$ cat config.mk
export PLATFORM = sky130hd
export DESIGN_NAME = walsh_code_despreader_flat
export DESIGN_NICKNAME = d
export VERILOG_FILES = /design/src/rtl/wcd_pkg.sv /design/src/rtl/wcd_ifs.sv /design/src/rtl/wcd_slot.sv /design/src/rtl/walsh_code_despreader.sv /design/src/flat_wrapper.sv
export SDC_FILE = /design/constraint.sdc
export NUM_CORES = 1
export LEC_CHECK = 0
export ABC_AREA = 1
export BUFFER_PORTS_ARGS = -buffer_cell sky130_fd_sc_hd__buf_4
export CAP_MARGIN = 10
export CORE_UTILIZATION = 35
export CTS_CLUSTER_SIZE = 20
export DETAILED_ROUTE_END_ITERATION = 10
export PLACE_DENSITY_LB_ADDON = 0.25
export SYNTH_ARGS = -nofsm -noshare
export SYNTH_HDL_FRONTEND = slang
export SYNTH_SLANG_ARGS = --single-unit
$ cat constraint.sdc
create_clock -name clk -period 14.95 [get_ports clk]
set_clock_uncertainty 0.15 [all_clocks]
set_input_delay 2.2425 -clock clk [delete_from_list [all_inputs] [get_ports clk]]
set_output_delay 2.2425 -clock clk [all_outputs]
set_load 0.01 [all_outputs]
$ cat src/rtl/wcd_pkg.sv
package wcd_pkg;

	localparam int NUM_CODES   = 4;
	localparam int CHIP_W      = 6;
	localparam int TICK_W      = 32;
	localparam int CODE_W      = 64;
	localparam int POS_W       = 6;
	localparam int LEN_W       = POS_W + 1;
	localparam int LOG2_W      = 3;
	localparam int MAX_LOG2    = 6;
	localparam int SUM_W       = 13;
	localparam int IDLE_W      = 16;
	localparam int WAIT_W      = 3;
	localparam int CNT_W       = 3;
	localparam int CFG_IDX_W   = 3;
	localparam int CFG_DATA_W  = 64;
	localparam int LENS_W      = NUM_CODES * LOG2_W;

	typedef enum logic [CFG_IDX_W-1:0] {
		REG_CHIPS_0   = 3'd0,
		REG_CHIPS_1   = 3'd1,
		REG_CHIPS_2   = 3'd2,
		REG_CHIPS_3   = 3'd3,
		REG_LEN_LOG2S = 3'd4,
		REG_ENABLE    = 3'd5,
		REG_WAIT      = 3'd6
	} cfg_reg_t;

	localparam logic [WAIT_W-1:0] WAIT_NONE = 3'd4;

	// Symbol-end event of one slot for the current chip.
	typedef struct packed {
		logic hit;
		logic value;
		logic zero;
	} slot_evt_t;

endpackage

$ cat src/rtl/wcd_ifs.sv
interface wcd_in_if;
	logic                                valid;
	logic                                ready;
	logic signed [wcd_pkg::CHIP_W-1:0]   chip;
	logic        [wcd_pkg::TICK_W-1:0]   tick_time;

	modport source (output valid, output chip, output tick_time, input ready);
	modport sink   (input valid, input chip, input tick_time, output ready);
	modport mon    (input valid, input chip, input tick_time, input ready);
endinterface

interface wcd_out_if;
	logic                               valid;
	logic                               ready;
	logic [wcd_pkg::NUM_CODES-1:0]      bit_valid_mask;
	logic [wcd_pkg::NUM_CODES-1:0]      bit_value_mask;
	logic [wcd_pkg::IDLE_W-1:0]         idle_count;
	logic                               code_switched;

	modport source (output valid, output bit_valid_mask, output bit_value_mask,
		output idle_count, output code_switched, input ready);
	modport sink   (input valid, input bit_valid_mask, input bit_value_mask,
		input idle_count, input code_switched, output ready);
	modport mon    (input valid, input bit_valid_mask, input bit_value_mask,
		input idle_count, input code_switched, input ready);
endinterface

$ cat src/rtl/wcd_slot.sv
module wcd_slot (
	input  logic                                clk,
	input  logic                                arst_n,
	input  logic [wcd_pkg::CODE_W-1:0]          chips,
	input  logic [wcd_pkg::LOG2_W-1:0]          len_log2,
	input  logic                                active,
	input  logic                                step,
	input  logic                                kill,
	input  logic signed [wcd_pkg::CHIP_W-1:0]   chip,
	input  logic [wcd_pkg::POS_W-1:0]           tick_lo,
	output wcd_pkg::slot_evt_t                  evt
);
	import wcd_pkg::*;

	logic [POS_W-1:0]         pos_q;
	logic signed [SUM_W-1:0]  sum_q;
	logic [LOG2_W-1:0]        l2;
	logic [LEN_W-1:0]         len;
	logic [POS_W-1:0]         align_mask;
	logic                     blocked;
	logic                     sym_end;
	logic signed [SUM_W-1:0]  chip_x;
	logic signed [SUM_W-1:0]  sum_nxt;
	logic signed [SUM_W-1:0]  len_x;
	logic                     live;

	always_comb begin
		l2         = (len_log2 > LOG2_W'(MAX_LOG2)) ? LOG2_W'(MAX_LOG2) : len_log2;
		len        = LEN_W'(1) << l2;
		align_mask = POS_W'(len - LEN_W'(1));
		// A slot between symbols waits for a tick aligned to its length.
		blocked    = (pos_q == '0) && ((tick_lo & align_mask) != '0);
		chip_x     = SUM_W'(chip);
		sum_nxt    = chips[pos_q] ? (sum_q + chip_x) : (sum_q - chip_x);
		sym_end    = ({1'b0, pos_q} + LEN_W'(1)) >= len;
		len_x      = $signed(SUM_W'(len));
		live       = active && !blocked && sym_end;
		evt.value  = (sum_nxt == len_x);
		evt.hit    = live && ((sum_nxt == len_x) || (sum_nxt == -len_x));
		evt.zero   = live && (sum_nxt == '0);
	end

	always_ff @(posedge clk or negedge arst_n) begin
		if (!arst_n) begin
			pos_q <= '0;
			sum_q <= '0;
		end else if (step) begin
			if (!active || kill) begin
				pos_q <= '0;
				sum_q <= '0;
			end else if (!blocked) begin
				if (sym_end) begin
					pos_q <= '0;
					sum_q <= '0;
				end else begin
					pos_q <= pos_q + POS_W'(1);
					sum_q <= sum_nxt;
				end
			end
		end
	end

endmodule

$ cat src/rtl/walsh_code_despreader.sv
// A request accepted at the input waits in the input register until the output
// register can take it. Throughput: one request per cycle unless the output
// stalls; all four slots correlate in parallel. Input and output registers
// decouple the two sides, so one waiting result does not stop the next request;
// the input stalls only while both hold one. Reset clears slot state, the idle
// counter, the config registers and the valid flags (awaited slot: none).
module walsh_code_despreader (
	input  logic                                clk,
	input  logic                                arst_n,
	input  logic                                cfg_we,
	input  logic [wcd_pkg::CFG_IDX_W-1:0]       cfg_index,
	input  logic [wcd_pkg::CFG_DATA_W-1:0]      cfg_data,
	wcd_in_if.sink                              in_ch,
	wcd_out_if.source                           out_ch
);
	import wcd_pkg::*;

	logic [CODE_W-1:0]        code_chips_q [NUM_CODES];
	logic [LENS_W-1:0]        code_length_log2s_q;
	logic [NUM_CODES-1:0]     code_enable_q;
	logic [WAIT_W-1:0]        wait_slot_q;
	logic                     single_q;
	logic [IDLE_W-1:0]        quiet_q;

	logic                     valid_s1;
	logic signed [CHIP_W-1:0] chip_s1;
	logic [POS_W-1:0]         tick_lo_s1;

	logic                     valid_s2;
	logic [NUM_CODES-1:0]     bit_valid_s2;
	logic [NUM_CODES-1:0]     bit_value_s2;
	logic [IDLE_W-1:0]        idle_s2;
	logic                     switched_s2;

	logic                     advance;
	logic                     in_acc;
	slot_evt_t                evt [NUM_CODES];
	logic [NUM_CODES-1:0]     active;
	logic [NUM_CODES-1:0]     sw;
	logic                     sw_any;
	logic [NUM_CODES-1:0]     kill;
	logic [NUM_CODES-1:0]     hit_m;
	logic [NUM_CODES-1:0]     val_m;
	logic [CNT_W-1:0]         zero_cnt;
	logic                     any_hit;
	logic [IDLE_W:0]          quiet_sum;
	logic [IDLE_W-1:0]        quiet_nxt;

	assign advance      = valid_s1 && (!valid_s2 || out_ch.ready);
	assign in_ch.ready  = !valid_s1 || !valid_s2 || out_ch.ready;
	assign in_acc       = in_ch.valid && in_ch.ready;

	for (genvar n = 0; n < NUM_CODES; n++) begin : g_slot
		assign active[n] = single_q ? (wait_slot_q == WAIT_W'(n)) : code_enable_q[n];
		// Only the awaited slot can switch, and only outside single code mode.
		assign sw[n]     = evt[n].hit && !single_q && (wait_slot_q == WAIT_W'(n));
		assign kill[n]   = sw_any && (wait_slot_q != WAIT_W'(n));

		wcd_slot u_slot (
			.clk      (clk),
			.arst_n   (arst_n),
			.chips    (code_chips_q[n]),
			.len_log2 (code_length_log2s_q[LOG2_W*n +: LOG2_W]),
			.active   (active[n]),
			.step     (advance),
			.kill     (kill[n]),
			.chip     (chip_s1),
			.tick_lo  (tick_lo_s1),
			.evt      (evt[n])
		);
	end

	assign sw_any = |sw;

	// Slots after the switching slot do not count on that tick. The idle
	// counter restarts at the last hit and then counts the quiet symbol ends.
	always_comb begin
		zero_cnt = '0;
		any_hit  = 1'b0;
		for (int n = 0; n < NUM_CODES; n++) begin
			hit_m[n] = 1'b0;
			val_m[n] = 1'b0;
			if (!(sw_any && (wait_slot_q < WAIT_W'(n)))) begin
				hit_m[n] = evt[n].hit;
				val_m[n] = evt[n].hit && evt[n].value;
				if (evt[n].hit) begin
					any_hit  = 1'b1;
					zero_cnt = '0;
				end else if (evt[n].zero) begin
					zero_cnt = zero_cnt + CNT_W'(1);
				end
			end
		end
		quiet_sum = {1'b0, (any_hit ? {IDLE_W{1'b0}} : quiet_q)} + (IDLE_W+1)'(zero_cnt);
		quiet_nxt = quiet_sum[IDLE_W] ? {IDLE_W{1'b1}} : quiet_sum[IDLE_W-1:0];
	end

	always_ff @(posedge clk or negedge arst_n) begin
		if (!arst_n) begin
			for (int n = 0; n < NUM_CODES; n++) begin
				code_chips_q[n] <= '0;
			end
			code_length_log2s_q <= '0;
			code_enable_q       <= '0;
			wait_slot_q         <= WAIT_NONE;
			single_q            <= 1'b0;
			quiet_q             <= '0;
		end else begin
			if (advance) begin
				quiet_q <= quiet_nxt;
				if (sw_any) begin
					single_q <= 1'b1;
				end
			end
			if (cfg_we) begin
				case (cfg_index)
					REG_CHIPS_0, REG_CHIPS_1, REG_CHIPS_2, REG_CHIPS_3: begin
						code_chips_q[cfg_index[1:0]] <= cfg_data[CODE_W-1:0];
					end
					REG_LEN_LOG2S: begin
						code_length_log2s_q <= cfg_data[LENS_W-1:0];
					end
					REG_ENABLE: begin
						code_enable_q <= cfg_data[NUM_CODES-1:0];
						single_q      <= 1'b0;
					end
					REG_WAIT: begin
						wait_slot_q <= cfg_data[WAIT_W-1:0];
						single_q    <= 1'b0;
					end
					default: begin
					end
				endcase
			end
		end
	end

	always_ff @(posedge clk or negedge arst_n) begin
		if (!arst_n) begin
			valid_s1 <= 1'b0;
			valid_s2 <= 1'b0;
		end else begin
			if (in_acc) begin
				valid_s1 <= 1'b1;
			end else if (advance) begin
				valid_s1 <= 1'b0;
			end
			if (advance) begin
				valid_s2 <= 1'b1;
			end else if (out_ch.ready) begin
				valid_s2 <= 1'b0;
			end
		end
	end

	always_ff @(posedge clk) begin
		if (in_acc) begin
			chip_s1    <= in_ch.chip;
			tick_lo_s1 <= in_ch.tick_time[POS_W-1:0];
		end
		if (advance) begin
			bit_valid_s2 <= hit_m;
			bit_value_s2 <= val_m;
			idle_s2      <= quiet_nxt;
			switched_s2  <= sw_any;
		end
	end

	assign out_ch.valid          = valid_s2;
	assign out_ch.bit_valid_mask = bit_valid_s2;
	assign out_ch.bit_value_mask = bit_value_s2;
	assign out_ch.idle_count     = idle_s2;
	assign out_ch.code_switched  = switched_s2;

endmodule

$ cat src/flat_wrapper.sv
// flat-port wrapper written by rule: the top's interface ports become plain ports
module walsh_code_despreader_flat import wcd_pkg::*;
  (clk, arst_n, cfg_we, cfg_index, cfg_data, in_ch_valid, in_ch_chip, in_ch_tick_time, in_ch_ready, out_ch_valid, out_ch_bit_valid_mask, out_ch_bit_value_mask, out_ch_idle_count, out_ch_code_switched, out_ch_ready);
  wcd_in_if in_ch_i ();
  wcd_out_if out_ch_i ();
  input  logic clk;
  input  logic arst_n;
  input  logic cfg_we;
  input  logic [wcd_pkg::CFG_IDX_W-1:0] cfg_index;
  input  logic [wcd_pkg::CFG_DATA_W-1:0] cfg_data;
  input wire logic [$bits(in_ch_i.valid)-1:0] in_ch_valid;
  input wire logic [$bits(in_ch_i.chip)-1:0] in_ch_chip;
  input wire logic [$bits(in_ch_i.tick_time)-1:0] in_ch_tick_time;
  output wire logic [$bits(in_ch_i.ready)-1:0] in_ch_ready;
  output wire logic [$bits(out_ch_i.valid)-1:0] out_ch_valid;
  output wire logic [$bits(out_ch_i.bit_valid_mask)-1:0] out_ch_bit_valid_mask;
  output wire logic [$bits(out_ch_i.bit_value_mask)-1:0] out_ch_bit_value_mask;
  output wire logic [$bits(out_ch_i.idle_count)-1:0] out_ch_idle_count;
  output wire logic [$bits(out_ch_i.code_switched)-1:0] out_ch_code_switched;
  input wire logic [$bits(out_ch_i.ready)-1:0] out_ch_ready;
  assign in_ch_i.valid = in_ch_valid;
  assign in_ch_i.chip = in_ch_chip;
  assign in_ch_i.tick_time = in_ch_tick_time;
  assign in_ch_ready = in_ch_i.ready;
  assign out_ch_valid = out_ch_i.valid;
  assign out_ch_bit_valid_mask = out_ch_i.bit_valid_mask;
  assign out_ch_bit_value_mask = out_ch_i.bit_value_mask;
  assign out_ch_idle_count = out_ch_i.idle_count;
  assign out_ch_code_switched = out_ch_i.code_switched;
  assign out_ch_i.ready = out_ch_ready;
  walsh_code_despreader u_core (.clk(clk), .arst_n(arst_n), .cfg_we(cfg_we), .cfg_index(cfg_index), .cfg_data(cfg_data), .in_ch(in_ch_i), .out_ch(out_ch_i));
endmodule
==> results.json <==
{
  "post_drt_via_cell_ratio": 4.99,
  "design.die.area_um2": 71300,
  "nets": 3538,
  "timing.final.setup_violations": 0,
  "sw_frac_of_total": 0.440,
  "post_route_cells_drive_above_1_share": 0.0950,
  "maximum_single_stage_delay_on_the_critical_path_ns": 0.73,
  "drt_first_pass_iters": 5,
  "result_of_the_run": "completed",
  "unique_cell_type_count_in_the_yosys_netlist": 58,
  "clkPwrFrac": 0.251,
  "flow.area_growth_from_synthesis_pct": 12.6,
  "switching_power_mw": 2.15,
  "worst_skew_pair_latency_ns": 0.63,
  "wire_length_of_the_first_global_routing_pass_um": 117000,
  "globalplace.congestion": 0.926,
  "route.detailed.wl_per_inst_um": 17.3,
  "timing.critical_path.slowest_stage_cell": "dfrtp_1",
  "async_flop_share": 0.909,
  "cts_resized": 0,
  "detail_route.drc_violations": 0,
  "grt_overflow_total": 0,
  "routed_wl_um": 74500,
  "drt.antenna.violating_nets": 0,
  "postLayoutCoreUtil": 0.401,
  "postCtsHoldBufs": 0,
  "ff2ff_path_depth": 44,
  "final.fill_count": 7188,
  "post-route-cell-area_um2": 27700,
  "timing.critical_path.to_type": "register",
  "total_leakage_power_nw": 13.8,
  "startpoint_type": "register",
  "critical_path_peak_fanout": 11,
  "reg2reg_setup_slack_ns": 6.18,
  "via_count": 21444,
  "final_min_period_over_clock_period": 0.586,
  "synth_enable_flop_cells": 37,
  "htreeDepth": 2,
  "slew_viol_final": 0,
  "pin_count": 137,
  "cts.reportedPaths.clkPinSlew_ns": 0.06,
  "critPathRequiredTime_ns": 15.14,
  "clk_root_buffer_cell": "clkbuf_16",
  "drt_iter0_markers": 1661,
  "synthCells": 3293,
  "share_of_the_yosys_chip_area_belonging_to_registers": 0.422,
  "hp-class": "register to register",
  "floorplan.die.height_um": 267,
  "port_buffers": 110,
  "seqPwrFrac": 0.300,
  "mappedNetlistNets": 3499,
  "cts_made_buffers": 47,
  "clock_tree.buffer_depth": 3,
  "antenna_found_initial": 0,
  "power.density_nw_per_um2": 177,
  "arrival_ns": 8.95,
  "internal_power_consumption_mw": 2.74,
  "fp.dieW_um": 267,
  "timing.max_cap.violations": 0,
  "min_period_ns": 8.77,
  "clock.fmax_mhz": 114,
  "syn-mean-instance-area_um2": 7.46,
  "rsz_0062_raised_after_global_routing": "false",
  "critPathMostFrequentCell": "nand2_1",
  "timing.max_slew.rel_slack": 0.201,
  "timing.setup.critical_path_class": "register to register",
  "total_power_mw": 4.89,
  "tightestPinTransition_ns": 1.20,
  "final_hold_viol_count": 0,
  "ys_warn_count": 0,
  "finalSetupTns_ns": 0,
  "tritoncts": "done",
  "dpl-instance-area_um2": 26000,
  "rows": 96,
  "placeable_area_um2": 69100,
  "grt_usage": 0.212,
  "clock_sinks": 407,
  "initial_utilization": 0.356,
  "maximum_number_of_pins_on_one_net_before_global_route_repair": 129,
  "synth-seq-cells": 407,
  "power_frac_comb": 0.449,
  "total_half_perimeter_wirelength_after_legalization_and_detailed_placement_um": 52000,
  "hold_path_depth": 2,
  "first_global_vias": 20296,
  "buffers_inserted_during_post_cts_setup_optimization": 0,
  "synth_top_flop_cell": "dfrtp_1",
  "power.ir.vdd_worst_mv": 0.117,
  "antenna_cells": 0,
  "synthesis.area_um2": 24600
}
## synthesized netlist by cell type (all sizes together) (4+ instances only)
| master | n | area share |
|---|---|---|
| nand2 | 979 | 0.15 |
| o21ai | 491 | 0.10 |
| inv | 387 | 0.060 |
| dfrtp | 369 | 0.38 |
| nor2 | 233 | 0.040 |
| nand3 | 210 | 0.045 |
| ha | 91 | 0.046 |
| nand4 | 81 | 0.022 |
| a21oi | 77 | 0.016 |
| buf | 70 | 0.021 |
| clkbuf | 70 | 0.011 |
| xor2 | 58 | 0.021 |
| nor3 | 46 | 0.010 |
| edfxtp | 37 | 0.045 |
| o22ai | 16 | 0.0041 |
| xnor2 | 13 | 0.0046 |
| or2 | 11 | 0.0028 |
| nor4 | 9 | 0.0023 |
| o2111ai | 7 | 0.0025 |
| fa | 5 | 0.0041 |
| nand3b | 5 | 0.0015 |
| a31oi | 4 | 0.0010 |
## metal layers
layer  routed length [um]  vias to the layer above  global-route usage
met5                    0                        -                   0
met4                 2260                        0              0.0688
met3                 4270                      105              0.0329
met2                33900                      536               0.345
met1                34100                    10010               0.287
li1                     -                    10793                   -
## cell families (layout without fill, tap and decap cells)
logic type	count (synthesis)	count (layout)	synth area share
AOI/OAI and AO/OA	610	610	0.132
DFF	407	407	0.422
buffers and inverters	531	608	0.0921
xor gates and xnor gates	71	71	0.0256
adders and majority gates	96	96	0.0504
and+or+nand+nor	1578	1578	0.277
## through the flow
stage / hold WS [ns] / cells / setup slack (ns)
6_report: 0.292 / 4301 / 6.18
5_1_grt: 0.318 / 4301 / 5.60
3_5_place_dp: 0.315 / 4214 / 6.23
2_1_floorplan: 0.295 / 3293 / 8.51
3_3_place_gp: 0.306 / 4214 / 6.27
4_1_cts: 0.293 / 4301 / 6.18
## registers in the layout (all words and copies together) (netlist names), 6 cells and up
signal	count
u_core.code_chips_q	256
u_core.out_ch.idle_count	16
u_core.code_length_log2s_q	12
u_core.tick_lo_s1	6
u_core.chip_s1	6
u_core.g_slot.u_slot.pos_q	24
u_core.quiet_q	16
u_core.g_slot.u_slot.sum_q	52
## cells in the final DEF (no fill, tap or decap), types with 78 or more instances in the layout
cell	n
o21ai_1	82
ha_1	91
nand2_1	953
nand3_1	197
dfrtp_1	369
nand4_1	78
inv_1	370
nor2_1	220
buf_4	131
o21ai_0	392
## path summary, 6_finish.rpt
kind | from | end
max in group asynchronous | arst_n | u_core.g_slot[0].u_slot.sum_q[5]$_DFFE_PN0P_
min in group asynchronous | arst_n | u_core.code_chips_q[29]$_DFFE_PN0P_
min reg2reg | u_core.valid_s1$_DFFE_PN0P_ | u_core.out_ch.valid$_DFFE_PN0P_
min | u_core.valid_s1$_DFFE_PN0P_ | u_core.out_ch.valid$_DFFE_PN0P_
max | u_core.g_slot[1].u_slot.pos_q[2]$_DFFE_PN0P_ | u_core.out_ch.idle_count[9]$_DFFE_PP_
max reg2reg | u_core.g_slot[1].u_slot.pos_q[2]$_DFFE_PN0P_ | u_core.out_ch.idle_count[9]$_DFFE_PP_
## power by group through the flow
stage,combinational [mW],sequential (mW),clock [mW]
floorplan,1.64,1.45,0
global placement,2.16,1.48,0
detailed placement,2.17,1.48,0
CTS,2.18,1.46,1.25
global route,2.47,1.49,1.29
finish,2.19,1.47,1.23
## final cells by class
| type | count | area, um^2 | area share |
|---|---|---|---|
| multi-input combinational | 2355 | 12000 | 0.433 |
| sequential | 407 | 10400 | 0.375 |
| inverter | 389 | 1480 | 0.0533 |
| clock buffer | 63 | 1370 | 0.0494 |
| tap | 931 | 1160 | 0.0421 |
| timing repair buffer | 132 | 998 | 0.0361 |
| clock inverter | 24 | 304 | 0.0110 |
## worst max-delay path: cells and delay by family (launching register included)
kind	cells	cell delay [ns]
AND/OR/NAND/NOR	24	3.75
XOR/XNOR	1	0.42
buffers and inverters	7	0.68
flip-flops	1	0.73
adder cells (fa/ha/maj)	5	1.55
AO/OA/AOI/OAI	7	1.18
(Power assumes the default switching activity.)
